[src/rtl/tms_pkg.sv]
// Shared types, constants and note tables for the tone and melody sequencer.
package tms_pkg;

    localparam int MELODY_NOTES = 8;
    localparam int ROM_NOTES    = 8;
    localparam int PTR_W        = 4;
    localparam int ROM_IDX_W    = $clog2(ROM_NOTES);
    localparam int FREQ_W       = 16;
    localparam int DUR_W        = 16;
    localparam int GAP_W        = 8;
    localparam int APB_DATA_W   = 32;
    localparam int APB_ADDR_W   = 3;

    localparam logic [GAP_W-1:0]  NOTE_GAP_RESET = GAP_W'(35);
    localparam logic [DUR_W-1:0]  ELAPSED_MAX    = '1;
    localparam logic [PTR_W-1:0]  MELODY_LAST    = PTR_W'(MELODY_NOTES);

    // Register index as taken from the word address bits of paddr.
    localparam logic REG_NOTE_GAP = 1'b0;

    typedef enum logic [1:0] {
        REQ_TICK   = 2'd0,
        REQ_PLAY   = 2'd1,
        REQ_STOP   = 2'd2,
        REQ_MELODY = 2'd3
    } t_req_type;

    typedef struct packed {
        t_req_type          req_type;
        logic [FREQ_W-1:0]  freq_hz;
        logic [DUR_W-1:0]   duration_ms;
    } t_req_word;

    typedef struct packed {
        logic [FREQ_W-1:0]  tone_freq;
        logic               tone_on;
        logic               tone_started;
        logic               melody_running;
    } t_result_word;

    typedef logic [FREQ_W-1:0] t_freq_rom [ROM_NOTES];
    typedef logic [DUR_W-1:0]  t_len_rom  [ROM_NOTES];

    localparam t_freq_rom NOTE_FREQ_ROM = '{
        16'd523, 16'd659, 16'd784, 16'd1047, 16'd1319, 16'd1047, 16'd1319, 16'd1568
    };
    localparam t_len_rom NOTE_LEN_ROM = '{
        16'd75, 16'd75, 16'd75, 16'd90, 16'd90, 16'd85, 16'd90, 16'd240
    };

endpackage

[src/rtl/tone_and_melody_sequencer.sv]
// Top level of the tone and melody sequencer: request register, tone state, result register.
//
// Buzzer tone sequencer. Each request word is a one-millisecond tick, a play
// request (frequency and duration), a stop, or a start of the eight-note
// startup melody; every request yields exactly one result word with the
// frequency being driven (0 when silent), a tone-on flag, a flag that this
// request started a new tone, and a melody-running flag. A tone ends on the
// tick where its elapsed count reaches its length; a zero duration sounds
// until the next tick. Playing with frequency 0 silences the buzzer, and any
// play or stop cancels the melody. Between melody notes the block waits
// note_gap_ms ticks (register 0, byte address 0, reset 35). Timing: a request
// word is taken into an input register, and when it advances the tone state
// and the result register update together, so the block sustains one word
// per cycle while the result register drains. The only thing that holds the
// input side back is a stalled, still-full result register. Write
// note_gap_ms only while no request is in flight.
module tone_and_melody_sequencer (
    input  logic                                 i_clk,
    input  logic                                 i_rst_n,
    // request channel
    input  logic                                 i_in_valid,
    output logic                                 o_in_stall,
    input  tms_pkg::t_req_word                   i_in_word,
    // result channel
    output logic                                 o_out_valid,
    input  logic                                 i_out_stall,
    output tms_pkg::t_result_word                o_out_word,
    // configuration port
    input  logic                                 psel,
    input  logic                                 penable,
    input  logic                                 pwrite,
    input  logic [tms_pkg::APB_ADDR_W-1:0]       paddr,
    input  logic [tms_pkg::APB_DATA_W-1:0]       pwdata,
    output logic [tms_pkg::APB_DATA_W-1:0]       prdata,
    output logic                                 pready
);

    // configuration
    logic [tms_pkg::GAP_W-1:0]     r_note_gap;

    // request register
    logic                          r_in_valid;
    tms_pkg::t_req_word            r_in_word;

    // tone state
    logic                          r_sounding,   n_sounding;
    logic [tms_pkg::DUR_W-1:0]     r_elapsed,    n_elapsed;
    logic [tms_pkg::DUR_W-1:0]     r_tone_len,   n_tone_len;
    logic [tms_pkg::FREQ_W-1:0]    r_cur_freq,   n_cur_freq;
    logic                          r_melody_on,  n_melody_on;
    logic [tms_pkg::PTR_W-1:0]     r_note_ptr,   n_note_ptr;
    logic [tms_pkg::GAP_W-1:0]     r_gap_left,   n_gap_left;

    // result register
    logic                          r_out_valid;
    tms_pkg::t_result_word         r_out_word;
    logic                          n_started;

    logic                          advance;
    logic                          ended;
    logic                          do_step;
    logic [tms_pkg::ROM_IDX_W-1:0] rom_idx;

    // Move the held request into the result register whenever that register
    // is empty or being drained this cycle.
    assign advance    = r_in_valid && (!r_out_valid || !i_out_stall);
    assign o_in_stall = r_in_valid && !advance;

    assign o_out_valid = r_out_valid;
    assign o_out_word  = r_out_word;

    // APB: no wait states, single register.
    assign pready = 1'b1;
    assign prdata = tms_pkg::APB_DATA_W'(r_note_gap);

    always_ff @(posedge i_clk) begin
        if (!i_rst_n) begin
            r_note_gap <= tms_pkg::NOTE_GAP_RESET;
        end else if (psel && penable && pwrite && pready
                     && (paddr[2] == tms_pkg::REG_NOTE_GAP)) begin
            r_note_gap <= pwdata[tms_pkg::GAP_W-1:0];
        end
    end

    // Tone state next value: the whole request is resolved in one pass.
    always_comb begin
        n_sounding  = r_sounding;
        n_elapsed   = r_elapsed;
        n_tone_len  = r_tone_len;
        n_cur_freq  = r_cur_freq;
        n_melody_on = r_melody_on;
        n_note_ptr  = r_note_ptr;
        n_gap_left  = r_gap_left;
        n_started   = 1'b0;
        ended       = 1'b0;
        do_step     = 1'b0;

        unique case (r_in_word.req_type)
            tms_pkg::REQ_TICK: begin
                if (r_sounding) begin
                    // saturate the elapsed count
                    if (r_elapsed != tms_pkg::ELAPSED_MAX) begin
                        n_elapsed = r_elapsed + 1'b1;
                    end
                    if (n_elapsed >= r_tone_len) begin
                        n_sounding = 1'b0;
                        n_cur_freq = '0;
                        ended      = 1'b1;
                        if (r_melody_on) begin
                            n_gap_left = r_note_gap;
                        end
                    end
                end
                if (!ended && (r_gap_left != '0)) begin
                    n_gap_left = r_gap_left - 1'b1;
                end
                do_step = r_melody_on && !n_sounding && (n_gap_left == '0);
            end
            tms_pkg::REQ_PLAY: begin
                n_melody_on = 1'b0;
                if (r_in_word.freq_hz == '0) begin
                    n_sounding = 1'b0;
                    n_cur_freq = '0;
                end else begin
                    n_sounding = 1'b1;
                    n_cur_freq = r_in_word.freq_hz;
                    n_elapsed  = '0;
                    n_tone_len = r_in_word.duration_ms;
                    n_started  = 1'b1;
                end
            end
            tms_pkg::REQ_STOP: begin
                n_melody_on = 1'b0;
                n_sounding  = 1'b0;
                n_cur_freq  = '0;
            end
            tms_pkg::REQ_MELODY: begin
                // restart from the first note with no gap
                n_melody_on = 1'b1;
                n_sounding  = 1'b0;
                n_cur_freq  = '0;
                n_note_ptr  = '0;
                n_gap_left  = '0;
                do_step     = 1'b1;
            end
        endcase

        // Melody step: end the melody after the last note, else start the next one.
        rom_idx = n_note_ptr[tms_pkg::ROM_IDX_W-1:0];
        if (do_step) begin
            if (n_note_ptr >= tms_pkg::MELODY_LAST) begin
                n_melody_on = 1'b0;
                n_note_ptr  = '0;
                n_sounding  = 1'b0;
                n_cur_freq  = '0;
            end else begin
                n_note_ptr = n_note_ptr + 1'b1;
                n_sounding = 1'b1;
                n_cur_freq = tms_pkg::NOTE_FREQ_ROM[rom_idx];
                n_elapsed  = '0;
                n_tone_len = tms_pkg::NOTE_LEN_ROM[rom_idx];
                n_started  = 1'b1;
            end
        end
    end

    // control registers
    always_ff @(posedge i_clk) begin
        if (!i_rst_n) begin
            r_in_valid  <= 1'b0;
            r_out_valid <= 1'b0;
            r_sounding  <= 1'b0;
            r_elapsed   <= '0;
            r_tone_len  <= '0;
            r_cur_freq  <= '0;
            r_melody_on <= 1'b0;
            r_note_ptr  <= '0;
            r_gap_left  <= '0;
        end else begin
            if (i_in_valid && !o_in_stall) begin
                r_in_valid <= 1'b1;
            end else if (advance) begin
                r_in_valid <= 1'b0;
            end

            if (advance) begin
                r_out_valid <= 1'b1;
            end else if (!i_out_stall) begin
                r_out_valid <= 1'b0;
            end

            if (advance) begin
                r_sounding  <= n_sounding;
                r_elapsed   <= n_elapsed;
                r_tone_len  <= n_tone_len;
                r_cur_freq  <= n_cur_freq;
                r_melody_on <= n_melody_on;
                r_note_ptr  <= n_note_ptr;
                r_gap_left  <= n_gap_left;
            end
        end
    end

    // payload registers
    always_ff @(posedge i_clk) begin
        if (i_in_valid && !o_in_stall) begin
            r_in_word <= i_in_word;
        end
        if (advance) begin
            r_out_word.tone_freq      <= n_sounding ? n_cur_freq : '0;
            r_out_word.tone_on        <= n_sounding;
            r_out_word.tone_started   <= n_started;
            r_out_word.melody_running <= n_melody_on;
        end
    end

`ifndef SYNTHESIS
    a_silent_state_zero_freq: assert property (@(posedge i_clk) disable iff (!i_rst_n)
        !r_sounding |-> (r_cur_freq == '0))
        else $error("tone state silent with nonzero frequency");

    a_ptr_in_range: assert property (@(posedge i_clk) disable iff (!i_rst_n)
        r_note_ptr <= tms_pkg::MELODY_LAST)
        else $error("note pointer past melody end");

    a_started_implies_on: assert property (@(posedge i_clk) disable iff (!i_rst_n)
        r_out_valid |-> (!r_out_word.tone_started || r_out_word.tone_on))
        else $error("tone started flag without a sounding tone");

    a_silent_out_zero: assert property (@(posedge i_clk) disable iff (!i_rst_n)
        (r_out_valid && !r_out_word.tone_on) |-> (r_out_word.tone_freq == '0))
        else $error("silent result carries a frequency");

    a_result_follows_advance: assert property (@(posedge i_clk) disable iff (!i_rst_n)
        advance |=> r_out_valid)
        else $error("advanced request produced no result");
`endif

endmodule

[config.mk]
export PLATFORM = sky130hd
export DESIGN_NAME = tone_and_melody_sequencer
export DESIGN_NICKNAME = d
export VERILOG_FILES = /design/src/rtl/tms_pkg.sv /design/src/rtl/tone_and_melody_sequencer.sv
export SDC_FILE = /design/constraint.sdc
export NUM_CORES = 1
export LEC_CHECK = 0
export ABC_CLOCK_PERIOD_IN_PS = 12650
export BUFFER_PORTS_ARGS = -buffer_cell sky130_fd_sc_hd__buf_4
export CORE_MARGIN = 2
export CORE_UTILIZATION = 45
export CTS_CLUSTER_DIAMETER = 200
export DETAILED_ROUTE_END_ITERATION = 16
export HOLD_SLACK_MARGIN = 0.1
export PLACE_DENSITY_LB_ADDON = 0.25
export SLEW_MARGIN = 20
export SYNTH_ARGS = -nofsm -noshare
export SYNTH_HDL_FRONTEND = slang
export SYNTH_SLANG_ARGS = --single-unit
[constraint.sdc]
create_clock -name i_clk -period 12.65 [get_ports i_clk]
set_clock_uncertainty 0.15 [all_clocks]
set_input_delay 0.6325 -clock i_clk [delete_from_list [all_inputs] [get_ports i_clk]]
set_output_delay 0.6325 -clock i_clk [all_outputs]
set_load 0.05 [all_outputs]
After elaboration in Yosys (flattened, before gate mapping)
Memories as Yosys holds them, arrays and structs flattened.
Cells that the tools add are included.
{"block": "totals", "ff_bits": 125, "output_inout_bits": 54, "inputBits": 76, "ramBits": 0, "mem_bits_ro": 256, "latch_bits": 0, "mem_count": 2}
{"memory": "(no name shown)", "depth": 8, "width": 16, "read_ports": 1, "rd_clocked_by_memory_dff": 0, "wr": 0, "line": "tone_and_melody_sequencer.sv:161", "text": "n_tone_len = tms_pkg::NOTE_LEN_ROM[rom_idx];"}
{"memory": "(no name shown)", "depth": 8, "width": 16, "read_ports": 1, "rd_clocked_by_memory_dff": 0, "wr": 0, "line": "tone_and_melody_sequencer.sv:159", "text": "n_cur_freq = tms_pkg::NOTE_FREQ_ROM[rom_idx];"}
{"block": "op_classes", "reduce_logical": 25, "n_eq_ne": 5, "addsub": 3, "mux": 52, "n_div": 0, "shifts": 0, "bitwise": 2, "mul": 0, "n_lt_le_gt_ge": 3}
{"cell": "$mux 16", "count": 20}
{"cell": "$pmux 16 s3", "count": 1}
{"cell": "$mux 8", "count": 5}
{"cell": "$pmux 16 s2", "count": 1}
{"cell": "$mux 1", "count": 18}
{"cell": "$add 16x1->16 const B", "count": 1}
{"cell": "$ge 16x16->1", "count": 1}
{"cell": "$logic_not 16->1", "count": 1}
{"cell": "$ne 16x16->1 const B", "count": 1}
{"cell": "$pmux 8 s2", "count": 1}
{"cell": "$mux 4", "count": 3}
{"cell": "$logic_and 1x1->1", "count": 9}
{"cell": "$ge 4x4->1 const B", "count": 2}
{"cell": "$logic_not 8->1", "count": 1}
{"cell": "$reduce_bool 8->1", "count": 1}
{"cell": "$sub 8x1->8 const B", "count": 1}
{"cell": "$logic_not 1->1", "count": 6}
{"cell": "$add 4x1->4 const B", "count": 1}
{"cell": "$eq 2x2->1 const B", "count": 2}
{"cell": "$not 3->4", "count": 1}
{"cell": "$pmux 1 s2", "count": 2}
{"cell": "$reduce_bool 2->1", "count": 2}
{"cell": "$reduce_or 2->1", "count": 2}
{"cell": "$pmux 1 s3", "count": 1}
{"cell": "6 further kinds", "count": 6}

Logic depth before layout (Yosys ltp)
Gate-level depths: netlist of run 1.
{"block": "logic_depth", "word_depth": 16, "ltp_mapped": 18, "ltp_nobuf": 17}

Worst setup path before layout of run 1
No wires, ideal clock.
{"block": "synth_path", "path_kind": "reg-to-reg", "start": "register r_elapsed[0] (netlist name)", "end": "register r_elapsed[12] (netlist name)", "slack_ps": 8091, "path_stages_with_launch": 18, "setup_time_ps": 73, "arrival_time_ps": 4336, "required_ps": 12427, "period_less_slack_ps": 4559, "n_path_buf": 1, "path_cell_list": "dfxtp_1 > ha_1 > nand2_1 > nor4_1 > nand3_1 > and4_1 > xnor2_1 > inv_1 > ha_1 > a21oi_1 > nor3_1 > a2111o_1 > o31ai_2 > mux2_4 > a31o_2 > or4_4 > buf_6 > o22ai_2"}
{"block": "synth_between", "elab_chain_len": 16, "elab_cells_between_ends": 27, "cone_classes": "add/sub: 1; order compare: 1; eq/ne: 1; mux: 18; reduce/logical: 6"}
{"item": "start: declaration", "line": "tone_and_melody_sequencer.sv:47", "text": "logic [tms_pkg::DUR_W-1:0] r_elapsed, n_elapsed;"}
{"item": "start signal: assignment", "line": "tone_and_melody_sequencer.sv:194", "text": "r_elapsed <= n_elapsed;"}
{"item": "$add 16x1->16 / $ne 16x16->1 (equally long branches)", "line": "tone_and_melody_sequencer.sv:103, tone_and_melody_sequencer.sv:102"}
{"item": "$mux 16 *", "line": "tone_and_melody_sequencer.sv:102", "text": "if (r_elapsed != tms_pkg::ELAPSED_MAX) begin"}
{"item": "$mux 16 *", "line": "tone_and_melody_sequencer.sv:100", "text": "if (r_sounding) begin"}
{"item": "$mux 16 *", "line": "tone_and_melody_sequencer.sv:98", "text": "unique case (r_in_word.req_type)"}
{"item": "$ge 16x16->1", "line": "tone_and_melody_sequencer.sv:105", "text": "if (n_elapsed >= r_tone_len) begin"}
{"item": "$mux 1", "line": "tone_and_melody_sequencer.sv:105"}
{"item": "$mux 1", "line": "tone_and_melody_sequencer.sv:100"}
{"item": "$mux 1", "line": "tone_and_melody_sequencer.sv:98"}
{"item": "$logic_not 1->1", "line": "tone_and_melody_sequencer.sv:114", "text": "if (!ended && (r_gap_left != '0)) begin"}
{"item": "$logic_and 1x1->1", "line": "tone_and_melody_sequencer.sv:114"}
{"item": "$mux 8", "line": "tone_and_melody_sequencer.sv:114"}
{"item": "$mux 8", "line": "tone_and_melody_sequencer.sv:98"}
{"item": "$logic_not 8->1", "line": "tone_and_melody_sequencer.sv:117", "text": "do_step = r_melody_on && !n_sounding && (n_gap_left == '0);"}
{"item": "$logic_and 1x1->1", "line": "tone_and_melody_sequencer.sv:117"}
{"item": "$pmux 1 s2", "line": "tone_and_melody_sequencer.sv:98"}
{"item": "$mux 16 *", "line": "tone_and_melody_sequencer.sv:150", "text": "if (do_step) begin"}
Mark *: on every way between the ends. The rest lies on a longest branch, timed or not. The select of a mux whose other input is x is not followed.
A chain may end at the register's enable or synchronous reset.

Worst setup path after layout of run 1
{"block": "layout_path", "start": "register r_elapsed[0] (netlist name)", "end": "register r_tone_len[7] (netlist name)"}
{"block": "layout_between", "elab_chain_len": 16, "elab_cells_between_ends": 24, "cone_classes": "add/sub: 1; order compare: 1; eq/ne: 1; mux: 15; reduce/logical: 6"}
{"item": "$add 16x1->16 / $ne 16x16->1 (equally long branches)", "line": "tone_and_melody_sequencer.sv:103, tone_and_melody_sequencer.sv:102"}
{"item": "$mux 16 *", "line": "tone_and_melody_sequencer.sv:102"}
{"item": "$mux 16 *", "line": "tone_and_melody_sequencer.sv:100"}
{"item": "$mux 16 *", "line": "tone_and_melody_sequencer.sv:98"}
{"item": "$ge 16x16->1 *", "line": "tone_and_melody_sequencer.sv:105"}
{"item": "$mux 1", "line": "tone_and_melody_sequencer.sv:105"}
{"item": "$mux 1", "line": "tone_and_melody_sequencer.sv:100"}
{"item": "$mux 1", "line": "tone_and_melody_sequencer.sv:98"}
{"item": "$logic_not 1->1", "line": "tone_and_melody_sequencer.sv:114"}
{"item": "$logic_and 1x1->1", "line": "tone_and_melody_sequencer.sv:114"}
{"item": "$mux 8", "line": "tone_and_melody_sequencer.sv:114"}
{"item": "$mux 8", "line": "tone_and_melody_sequencer.sv:98"}
{"item": "$logic_not 8->1", "line": "tone_and_melody_sequencer.sv:117"}
{"item": "$logic_and 1x1->1 *", "line": "tone_and_melody_sequencer.sv:117"}
{"item": "$pmux 1 s2 *", "line": "tone_and_melody_sequencer.sv:98"}
{"item": "$mux 16 *", "line": "tone_and_melody_sequencer.sv:150"}
{"item": "end signal: assignment", "line": "tone_and_melody_sequencer.sv:195", "text": "r_tone_len <= n_tone_len;"}
{"item": "end: declaration", "line": "tone_and_melody_sequencer.sv:48", "text": "logic [tms_pkg::DUR_W-1:0] r_tone_len, n_tone_len;"}
Marks and branches as above.

==> results of run 1 <==
[state kept, by name (all words and copies together) (netlist names)]
| name | count |
|---|---|
| r_melody_on | 1 |
| o_out_word | 19 |
| r_tone_len | 16 |
| r_elapsed | 16 |
| r_sounding | 1 |
| r_in_word | 34 |
| r_note_ptr | 4 |
| r_note_gap | 8 |
| r_cur_freq | 16 |
| r_in_valid | 1 |
| o_out_valid | 1 |
| r_gap_left | 8 |
[worst paths after layout]
| kind | from | to |
|---|---|---|
| max | r_elapsed[0] | r_tone_len[7] |
| min reg2reg | r_in_word[10] | r_tone_len[10] |
| min | i_in_word[17] | r_in_word[17] |
| max reg2reg | r_elapsed[0] | r_tone_len[7] |
[worst register-to-register path: stages, from the launching register on]
cell and delay, ns:
dfxtp_1 0.45, ha_1 0.25, nand2_1 0.11, nor4_1 0.45
nand3_1 0.40, xnor2_1 0.29, ha_1 0.26, nand2b_1 0.13
a2111oi_0 0.57, nor4b_2 0.15, o31ai_2 0.90, mux2_4 0.41
a31oi_2 0.45, nand3_1 0.44, o221a_2 0.38
[synthesized netlist by cell type, drive strengths merged (12+ instances only)]
cell	number	area (um2)
nand2	74	277.8
dfxtp	72	1441
edfxtp	53	1592
inv	44	165.2
nor2	43	161.4
a21oi	31	162.7
ha	30	375.4
buf	29	222.7
o21ai	29	148.9
clkbuf	28	105.1
nand3	27	135.1
o22ai	17	168.9
a22oi	15	112.6
a31oi	15	100.1
a32o	14	140.1
nor4	12	90.09
[per-layer routing]
layer,up-vias,wire (um),global-route usage
met4,0,247,0.06078
met5,-,0,0
li1,2574,-,-
met1,2527,7004,0.2689
met2,191,7473,0.3247
met3,17,865,0.05412
[kinds of logic after synthesis]
group                      Yosys count  share of synthesized area
and+or+nand+nor                    220                     0.1737
AOI/OAI and AO/OA                  173                     0.1976
DFF                                125                     0.4615
buffers and inverters              101                    0.07502
adders and majority gates           30                    0.05712
xor gates and xnor gates            13                    0.01733
muxes                               10                    0.01656
other                                2                   0.001143
[cell type report]
| type | instances | share of cell area |
|---|---|---|
| Inverter | 44 | 0.02123 |
| Tap cell | 184 | 0.02959 |
| Timing Repair Buffer | 84 | 0.08265 |
| Clock buffer | 18 | 0.05515 |
| Sequential cell | 125 | 0.3898 |
| Multi-Input combinational cell | 471 | 0.4038 |
| Clock inverter | 14 | 0.01785 |
[power groups by stage]
stage	combinational, mW	clock (mW)	sequential [mW]
2_1_floorplan	0.0790	0	0.466
3_3_place_gp	0.118	0	0.456
3_5_place_dp	0.120	0	0.457
4_1_cts	0.120	0.474	0.448
5_1_grt	0.131	0.492	0.450
6_report	0.121	0.467	0.448
[through the flow]
step | power (mW) | area, um2
2_1_floorplan | 0.5450 | 6658
3_3_place_gp | 0.5739 | 7191
3_5_place_dp | 0.5762 | 7191
4_1_cts | 1.042 | 7759
5_1_grt | 1.073 | 7781
6_report | 1.037 | 7781
==> impl_metrics.tcl, run 1 <==
set metrics [dict create \
    synth_edf_count 53 \
    layout_commonest_cell "buf_4" \
    cp.depth 14 \
    pwr-share-comb 0.117 \
    seqPwrFrac 0.432 \
    track_usage 0.2023 \
    drv_slew 0 \
    dp_hpwl_mm 10.69 \
    antenna_found_initial 0 \
    sw_frac_of_total 0.2766 \
    synth-seq-cells 125 \
    cts_buffers 17 \
    viasPerCell 5.648 \
    cts_tree "yes" \
    postCtsSetupBuffers 0 \
    setup_ws_ns 6.767 \
    drtIter0Drc 338 \
    multi_input_area_um2 3142 \
    ys_types 76 \
    dp_slack_ns 6.822 \
    post-route-util 0.5395 \
    rsz0062_at_grt "no" \
    tns_ns 0 \
    ant_nets 0 \
    die_h_um 124.8 \
    p_int_uw 750.3 \
    grt_remaining_overflow 0 \
    cp_top_family "compound AO/OA/AOI/OAI gates" \
    cts.root.buffer_cell "clkbuf_16" \
    wl_mm 15.59 \
    slowest_delay_ns 0.90 \
    relSlewSlack 0.2954 \
    worstMarginPinSlew_ns 1.051 \
    min_path_cells 1 \
    maxCapViolCount 0 \
    startpoint_type "flip-flop" \
    cts.htree.levels 4 \
    period_needed_ns 5.883 \
    max_freq_ghz 0.1700 \
    core_um2 14420 \
    drt_pass1_iterations 5 \
    rrSetupSlack_ns 6.77 \
    synth_cells 674 \
    hold_path.class "input pin to flip-flop" \
    arrival_ns 6.05 \
    dp_cells 907 \
    fin_cells 940 \
    port_buffers 78 \
    syn_area_um2 6571 \
    finalNetCount 849 \
    regArea_um2 3033 \
    p_leak_nw 3.124 \
    peakVddDrop_mv 0.08590 \
    initial_core_util 0.4556 \
    grt_pass1_wl_mm 25.40 \
    syn_avg_cell_area_um2 9.750 \
    p_clk_frac 0.451 \
    vias 5309 \
    rows 44 \
    ys.flop_type "dfxtp_1" \
    hold_viol 0 \
    setup_viol 0 \
    power_switching_uw 286.8 \
    final.fill_count 1299 \
    grt_pass1_vias 5042 \
    crit_chain "ha_1 > nand2_1 > nor4_1 > nand3_1 > xnor2_1 > ha_1 > nand2b_1 > a2111oi_0 > nor4b_2 > o31ai_2 > mux2_4 > a31oi_2 > nand3_1 > o221a_2" \
    ys_warn_count 0 \
    drive_gt1_frac 0.2077 \
    synthArstFlopShare 0 \
    holdBufCountCts 0 \
    critical_path_buf_inv_count 0 \
    critPathMaxFanout 13 \
    gp_congestion 0.8487 \
    ff2ff_path_depth 14 \
    pin_count 130 \
    status "finished, final reports clean" \
    clockBufferDepth 2 \
    clock_sinks 125 \
    drc_errors 0 \
    power_density_nw_per_um2 133.3 \
    cts_resized 0 \
    syn2layout_area_growth_pct 18.41 \
    clkLatencyLatePin_ns 0.43 \
    crit_type "flip-flop to flip-flop" \
    crit_slowest_cell "o31ai_2" \
    antenna_cells 0 \
    routedWlPerCell_um 16.59 \
    final_cell_mix "buf_4 (83), nand2_1 (74), dfxtp_1 (72)" \
    die_area_um2 15590 \
    timing.hold.ws_ns 0.2272 \
    die_x_um 124.8 \
    cp.required_ns 12.81 \
    clk_transition_reported_paths_ns 0.06 \
    ys_seq_area_frac 0.4615 \
    min_period_over_period 0.4650 \
    critical_path.endpoint_type "flip-flop" \
    grt_max_degree 54 \
]
Note: power is estimated with default switching activity, not from simulation.
==> inputs of run 2 (changes only) <==
ABC_AREA = 1   (was unset)
ABC_CLOCK_PERIOD_IN_PS = 4900   (was 12650)
clock period = 4.9 ns   (was 12.65 ns; I/O delays follow)
==> run 2 against run 1 <==
Total power grew to 2.9 times the previous value. Wire length grew 16%. Register-to-register slack lost 6.4 ns. Die area grew 9.7%. Combinational power grew to 4.2 times the previous value. First-iteration DRC count grew 49%. Maximum frequency grew 31%. Critical path type unchanged.
==> impl_metrics.tcl, run 2 <==
set metrics [dict create \
    status "finished, final reports clean" \
    min_path_cells 2 \
    dp_hpwl_mm 11.94 \
    cp.required_ns 4.93 \
    p_int_mw 2.114 \
    finalNetCount 1190 \
    pwr-share-comb 0.170 \
    ys.flop_type "dfxtp_1" \
    dp_slack_ns 0.4080 \
    viasPerCell 4.994 \
    cts.root.buffer_cell "clkbuf_16" \
    regArea_um2 3033 \
    maxCapViolCount 0 \
    rsz0062_at_grt "no" \
    tns_ns 0 \
    synth_top_cell_by_area "edfxtp_1" \
    drtIter0Drc 505 \
    startpoint_type "flip-flop" \
    r2r-end "o_out_word[13]" \
    min_from "i_rst_n" \
    clockBufferDepth 2 \
    wl_mm 18.02 \
    arrival_ns 4.52 \
    cts.htree.levels 4 \
    crit_slowest_cell "dfxtp_1" \
    antenna_cells 0 \
    antenna_found_initial 0 \
    largest_register "r_in_word" \
    ys_warn_count 0 \
    period_needed_ns 4.493 \
    critical_path_buf_inv_count 4 \
    setup_ws_ns 0.4073 \
    crit_type "flip-flop to flip-flop" \
    power_density_nw_per_um2 330.2 \
    min_period_over_period 0.9169 \
    postCtsSetupBuffers 0 \
    synth_edf_count 53 \
    setup_viol 0 \
    cts_tree "yes" \
    dpl-instance-area_um2 7898 \
    synthArstFlopShare 0 \
    hold_end "r_note_gap[5]" \
    critPathMaxFanout 23 \
    die_x_um 130.8 \
    p_leak_nw 4.055 \
    multi_input_area_um2 3425 \
    rrSetupSlack_ns 0.41 \
    cts_buffers 17 \
    die_h_um 130.8 \
    synth_cells 972 \
    worstMarginPinSlew_ns 0.9755 \
    grt_pass1_vias 5975 \
    gp_congestion 0.8966 \
    grt_remaining_overflow 0 \
    clkLatencyLatePin_ns 0.43 \
    ys_seq_area_frac 0.4193 \
    final_cell_mix "nand2_1 (224), inv_1 (128), o21ai_0 (111)" \
    seqPwrFrac 0.399 \
    drv_slew 0 \
    drive_gt1_frac 0.1313 \
    cp_common_cell "nand2_1" \
    layout_commonest_cell "nand2_1" \
    port_buffers 78 \
    fin_cells 1313 \
    pin_count 130 \
    drt_pass1_iterations 5 \
    initial_core_util 0.4587 \
    syn_area_um2 7233 \
    postLayoutCellArea_um2 8971 \
    synth.most_common_cell "nand2_1" \
    core_um2 15770 \
    track_usage 0.2206 \
    synth_top_area_share 0.2200 \
    hold_viol 0 \
    reg2reg_from "r_elapsed[5]" \
    hold_path.class "input pin to flip-flop" \
    max_freq_ghz 0.2226 \
    ff2ff_path_depth 30 \
    clock_sinks 125 \
    synth_top_cells_by_count "nand2_1 (224), inv_1 (129), o21ai_0 (111)" \
    synth-seq-cells 125 \
    grt_pass1_wl_mm 29.41 \
    dp_cells 1235 \
    die_area_um2 17100 \
    power.total_mw 2.963 \
    clk_transition_reported_paths_ns 0.06 \
    syn2layout_area_growth_pct 24.03 \
    ys_types 37 \
    ant_nets 0 \
    sw_frac_of_total 0.2865 \
    grt_max_degree 100 \
    routedWlPerCell_um 13.72 \
    power_switching_uw 848.8 \
    largest_reg_flops 34 \
    slowest_delay_ns 0.37 \
    critical_path.endpoint_type "flip-flop" \
    vias 6557 \
    syn_avg_cell_area_um2 7.442 \
    peakVddDrop_mv 0.2486 \
    synth_area_leaders "edfxtp_1 (22%), dfxtp_1 (20%), nand2_1 (12%)" \
    final.fill_count 1491 \
    cp_top_family "simple AND/OR/NAND/NOR gates" \
    drc_errors 0 \
    p_clk_frac 0.431 \
    rows 46 \
    relSlewSlack 0.3496 \
]
## run 2: final cells by class
class,count,share of cell area
clock buffers,18,0.04784
clock inverters,14,0.01869
inverters,132,0.05523
multi-input cells,670,0.3817
flip-flops and latches,125,0.3381
well taps,216,0.03013
repair buffers,138,0.1283
## run 2: worst max-delay path by stage
stage,startpoint,to,slack [ns],depth (start not counted)
final,r_elapsed[5],o_out_word[13],0.41,30
after global routing,r_elapsed[5],o_out_word[13],0.03,31
after CTS,r_elapsed[2],o_out_word[17],0.38,30
after detailed placement,r_elapsed[2],o_out_word[17],0.41,30
after global placement,r_elapsed[2],o_out_word[0],0.44,29
after floorplan,r_elapsed[2],o_out_word[10],1.04,31
## run 2: routing by layer
| layer | GRT usage | routed length, um | vias up |
|---|---|---|---|
| li1 | - | - | 3367 |
| met3 | 0.04438 | 963 | 24 |
| met1 | 0.3123 | 8670 | 2969 |
| met5 | 0 | 0 | - |
| met4 | 0.06508 | 265 | 0 |
| met2 | 0.3434 | 8117 | 197 |
## run 2: power groups by stage
stage,Clock [mW],Combinational [mW],Sequential (mW)
finish,1.28,0.503,1.18
CTS,1.30,0.499,1.18
floorplan,0,0.331,1.23
global route,1.35,0.562,1.19
global placement,0,0.461,1.20
detailed placement,0,0.468,1.20
## run 2: cells by family (layout without fill, tap and decap cells)
group	Yosys count	in the layout	share of synthesized area
and+or+nand+nor	384	384	0.2316
adders and majority gates	30	30	0.05189
xor gates and xnor gates	13	13	0.01574
other	2	25	0.001038
DFF	125	125	0.4193
buffers and inverters	200	302	0.1228
AOI/OAI and AO/OA	218	218	0.1576
## run 2: what timing repair did
action,CTS,global route
endpoints found under the hold margin,44,0
resized for setup,0,4
hold buffers,46,0
endpoints found under the setup margin,0,25
## run 2: per-stage QoR
step | hold WS [ns] | util
after CTS | 0.1025 | 0.5678
after floorplan | 0.1939 | -
after global routing | 0.1280 | 0.5689
after detailed placement | 0.2743 | 0.5008
after global placement | 0.2735 | 0.5008
final | 0.1324 | 0.5689
==> inputs of run 3 (changes only) <==
ABC_CLOCK_PERIOD_IN_PS = 3700   (was 4900)
clock period = 3.7 ns   (was 4.9 ns; I/O delays follow)
==> run 3 against run 2 <==
The flow now finishes with violations (negative setup slack). Sequential cell count did not move. Wire length increased by 10%. Die area did not move. Global-route usage is 1.8 points higher. Clock power is 40% higher. Hold slack improved by 0.11 ns. Non-clock buffer count is 74 higher. Core utilization is 6.3 points higher. Maximum frequency up 16%. Cell area increased by 11%. First-iteration DRC count is 1.2% higher. Clock-buffer cell count is the same. Critical path type unchanged. Critical endpoint is now o_out_word[7]. Largest cell class unchanged. Highest routed layer unchanged.
==> impl_metrics.tcl, run 3 (synthesis results as in run 2) <==
set metrics [dict create \
    dp_slack_ns -0.3096 \
    wl_mm 19.88 \
    max_freq_ghz 0.2571 \
    drt_pass1_iterations 5 \
    routedWlPerCell_um 14.33 \
    failed_checks "negative setup slack" \
    period_needed_ns 3.889 \
    cts_tree "yes" \
    layout_commonest_cell "nand2_1" \
    startpoint_type "flip-flop" \
    setup_viol 61 \
    cp.required_ns 3.74 \
    drv_slew 0 \
    power_density_nw_per_um2 416.8 \
    grt.busiest_layer "met2" \
    cts.htree.levels 4 \
    clk_transition_reported_paths_ns 0.06 \
    met2_usage 0.3725 \
    antenna_found_initial 0 \
    vias 6998 \
    grt_pass1_wl_mm 31.66 \
    fin_cells 1387 \
    rows 46 \
    largest_reg_flops 34 \
    clkLatencyLatePin_ns 0.43 \
    peakVddDrop_mv 0.3664 \
    finalNetCount 1264 \
    worstMarginPinSlew_ns 0.9610 \
    pin_count 130 \
    drtIter0Drc 511 \
    drive_gt1_frac 0.2348 \
    core_um2 15770 \
    drc_errors 0 \
    final_cell_mix "nand2_1 (197), buf_4 (148), inv_1 (124)" \
    gp_congestion 0.9145 \
    die_h_um 130.8 \
    hold_path.class "input pin to flip-flop" \
    critical_path.endpoint_type "flip-flop" \
    critPathMaxFanout 12 \
    clock_sinks 125 \
    antenna_cells 0 \
    hold_viol 0 \
    post-route-util 0.6319 \
    die_area_um2 17100 \
    die_x_um 130.8 \
    grt_pass1_vias 6364 \
    syn2layout_area_growth_pct 37.76 \
    initial_core_util 0.4587 \
    ant_nets 0 \
    timing.hold.ws_ns 0.2414 \
    largest_register "r_in_word" \
    cts.root.buffer_cell "clkbuf_16" \
    rsz0062_at_grt "yes" \
    p_leak_nw 4.512 \
    clockBufferDepth 2 \
    final.fill_count 1359 \
    port_buffers 78 \
    maxCapViolCount 0 \
    grt_remaining_overflow 0 \
    dp_hpwl_mm 13.04 \
    crit_type "flip-flop to flip-flop" \
    cts_buffers 17 \
    status "complete, but fails checks" \
    grt_max_degree 68 \
    min_period_over_period 1.051 \
    setup_ws_ns -0.1890 \
    track_usage 0.2386 \
    dp_cells 1295 \
    met1_usage 0.3306 \
    arrival_ns 3.93 \
    viasPerCell 5.045 \
    grt_use_met3 0.05171 \
    relSlewSlack 0.3554 \
]
==> run 3: changes by cell type in the layout (fill, tap and decap cells not counted), moves of 7 or more <==
cell,delta
nand2_4,+11
nand2_1,-27
nand3_2,+8
nand2_2,+15
buf_6,+7
nand3_1,-8
buf_4,+56
==> run 3: worst paths after layout <==
kind | slack (ns) | cells past startpoint | startpoint | end
max | -0.19 | 26 | r_elapsed[1] | o_out_word[7]
min | 0.24 | 5 | paddr[2] | r_note_gap[6]
max reg2reg | -0.19 | 26 | r_elapsed[1] | o_out_word[7]
min reg2reg | 0.32 | 2 | r_note_ptr[0] | r_note_ptr[0]
==> run 3: through the flow <==
| step | TNS (ns) | area [um2] | power (mW) |
|---|---|---|---|
| final | -5.204 | 9965 | 4.154 |
| after global routing | -23.68 | 9965 | 4.309 |
| after CTS | -4.658 | 9854 | 4.144 |
| after detailed placement | -12.91 | 8428 | 2.278 |
| after global placement | -6.014 | 8428 | 2.272 |
| after floorplan | 0 | 7350 | 2.064 |
==> run 3: cell type report <==
cell class              instances  area [um2]  area share
clock buffers                  18       429.2     0.04307
clock inverters                14       195.2     0.01959
inverters                     132       500.5     0.05023
multi-input cells             670        3716      0.3729
flip-flops and latches        125        3043      0.3054
well taps                     216       270.3     0.02712
repair buffers                212        1810      0.1817
==> run 3: per-layer routing <==
metal  vias up  wire length, um
met5         -                0
met4         0              436
met3        43             1186
met2       258             8905
met1      3175             9349
li1       3522                -
==> run 3: repair_timing <==
action                     CTS  global route
setup buffers                7             1
hold buffers                52             0
pin swaps                   22            13
hold endpoints to repair    57             0
resized for setup           70            24
setup endpoints to repair   73            73
==> run 3: report_power, final <==
group | total, mW | internal [mW] | switching (mW)
clock network | 1.79 | 1.13 | 0.660
logic | 0.806 | 0.305 | 0.501
registers | 1.56 | 1.52 | 0.0399
==> run 3: worst max-delay path, stage by stage, from the launching register on <==
cell,delay [ns]
dfxtp_2,0.34
inv_2,0.04
nor3_2,0.19
nand2_2,0.13
nor4_4,0.18
buf_4,0.17
nand2_4,0.05
xor2_2,0.14
ha_1,0.34
a21oi_2,0.12
o21ai_1,0.09
a21oi_2,0.23
nand2_4,0.12
nand2_8,0.10
nand2_4,0.05
or2_4,0.25
nand2_1,0.06
nand2_1,0.06
nor2_2,0.11
nand2_2,0.10
nand2_4,0.10
nand2_4,0.09
nand2_4,0.08
nand2_4,0.08
buf_12,0.15
nand2_1,0.07
inv_1,0.05
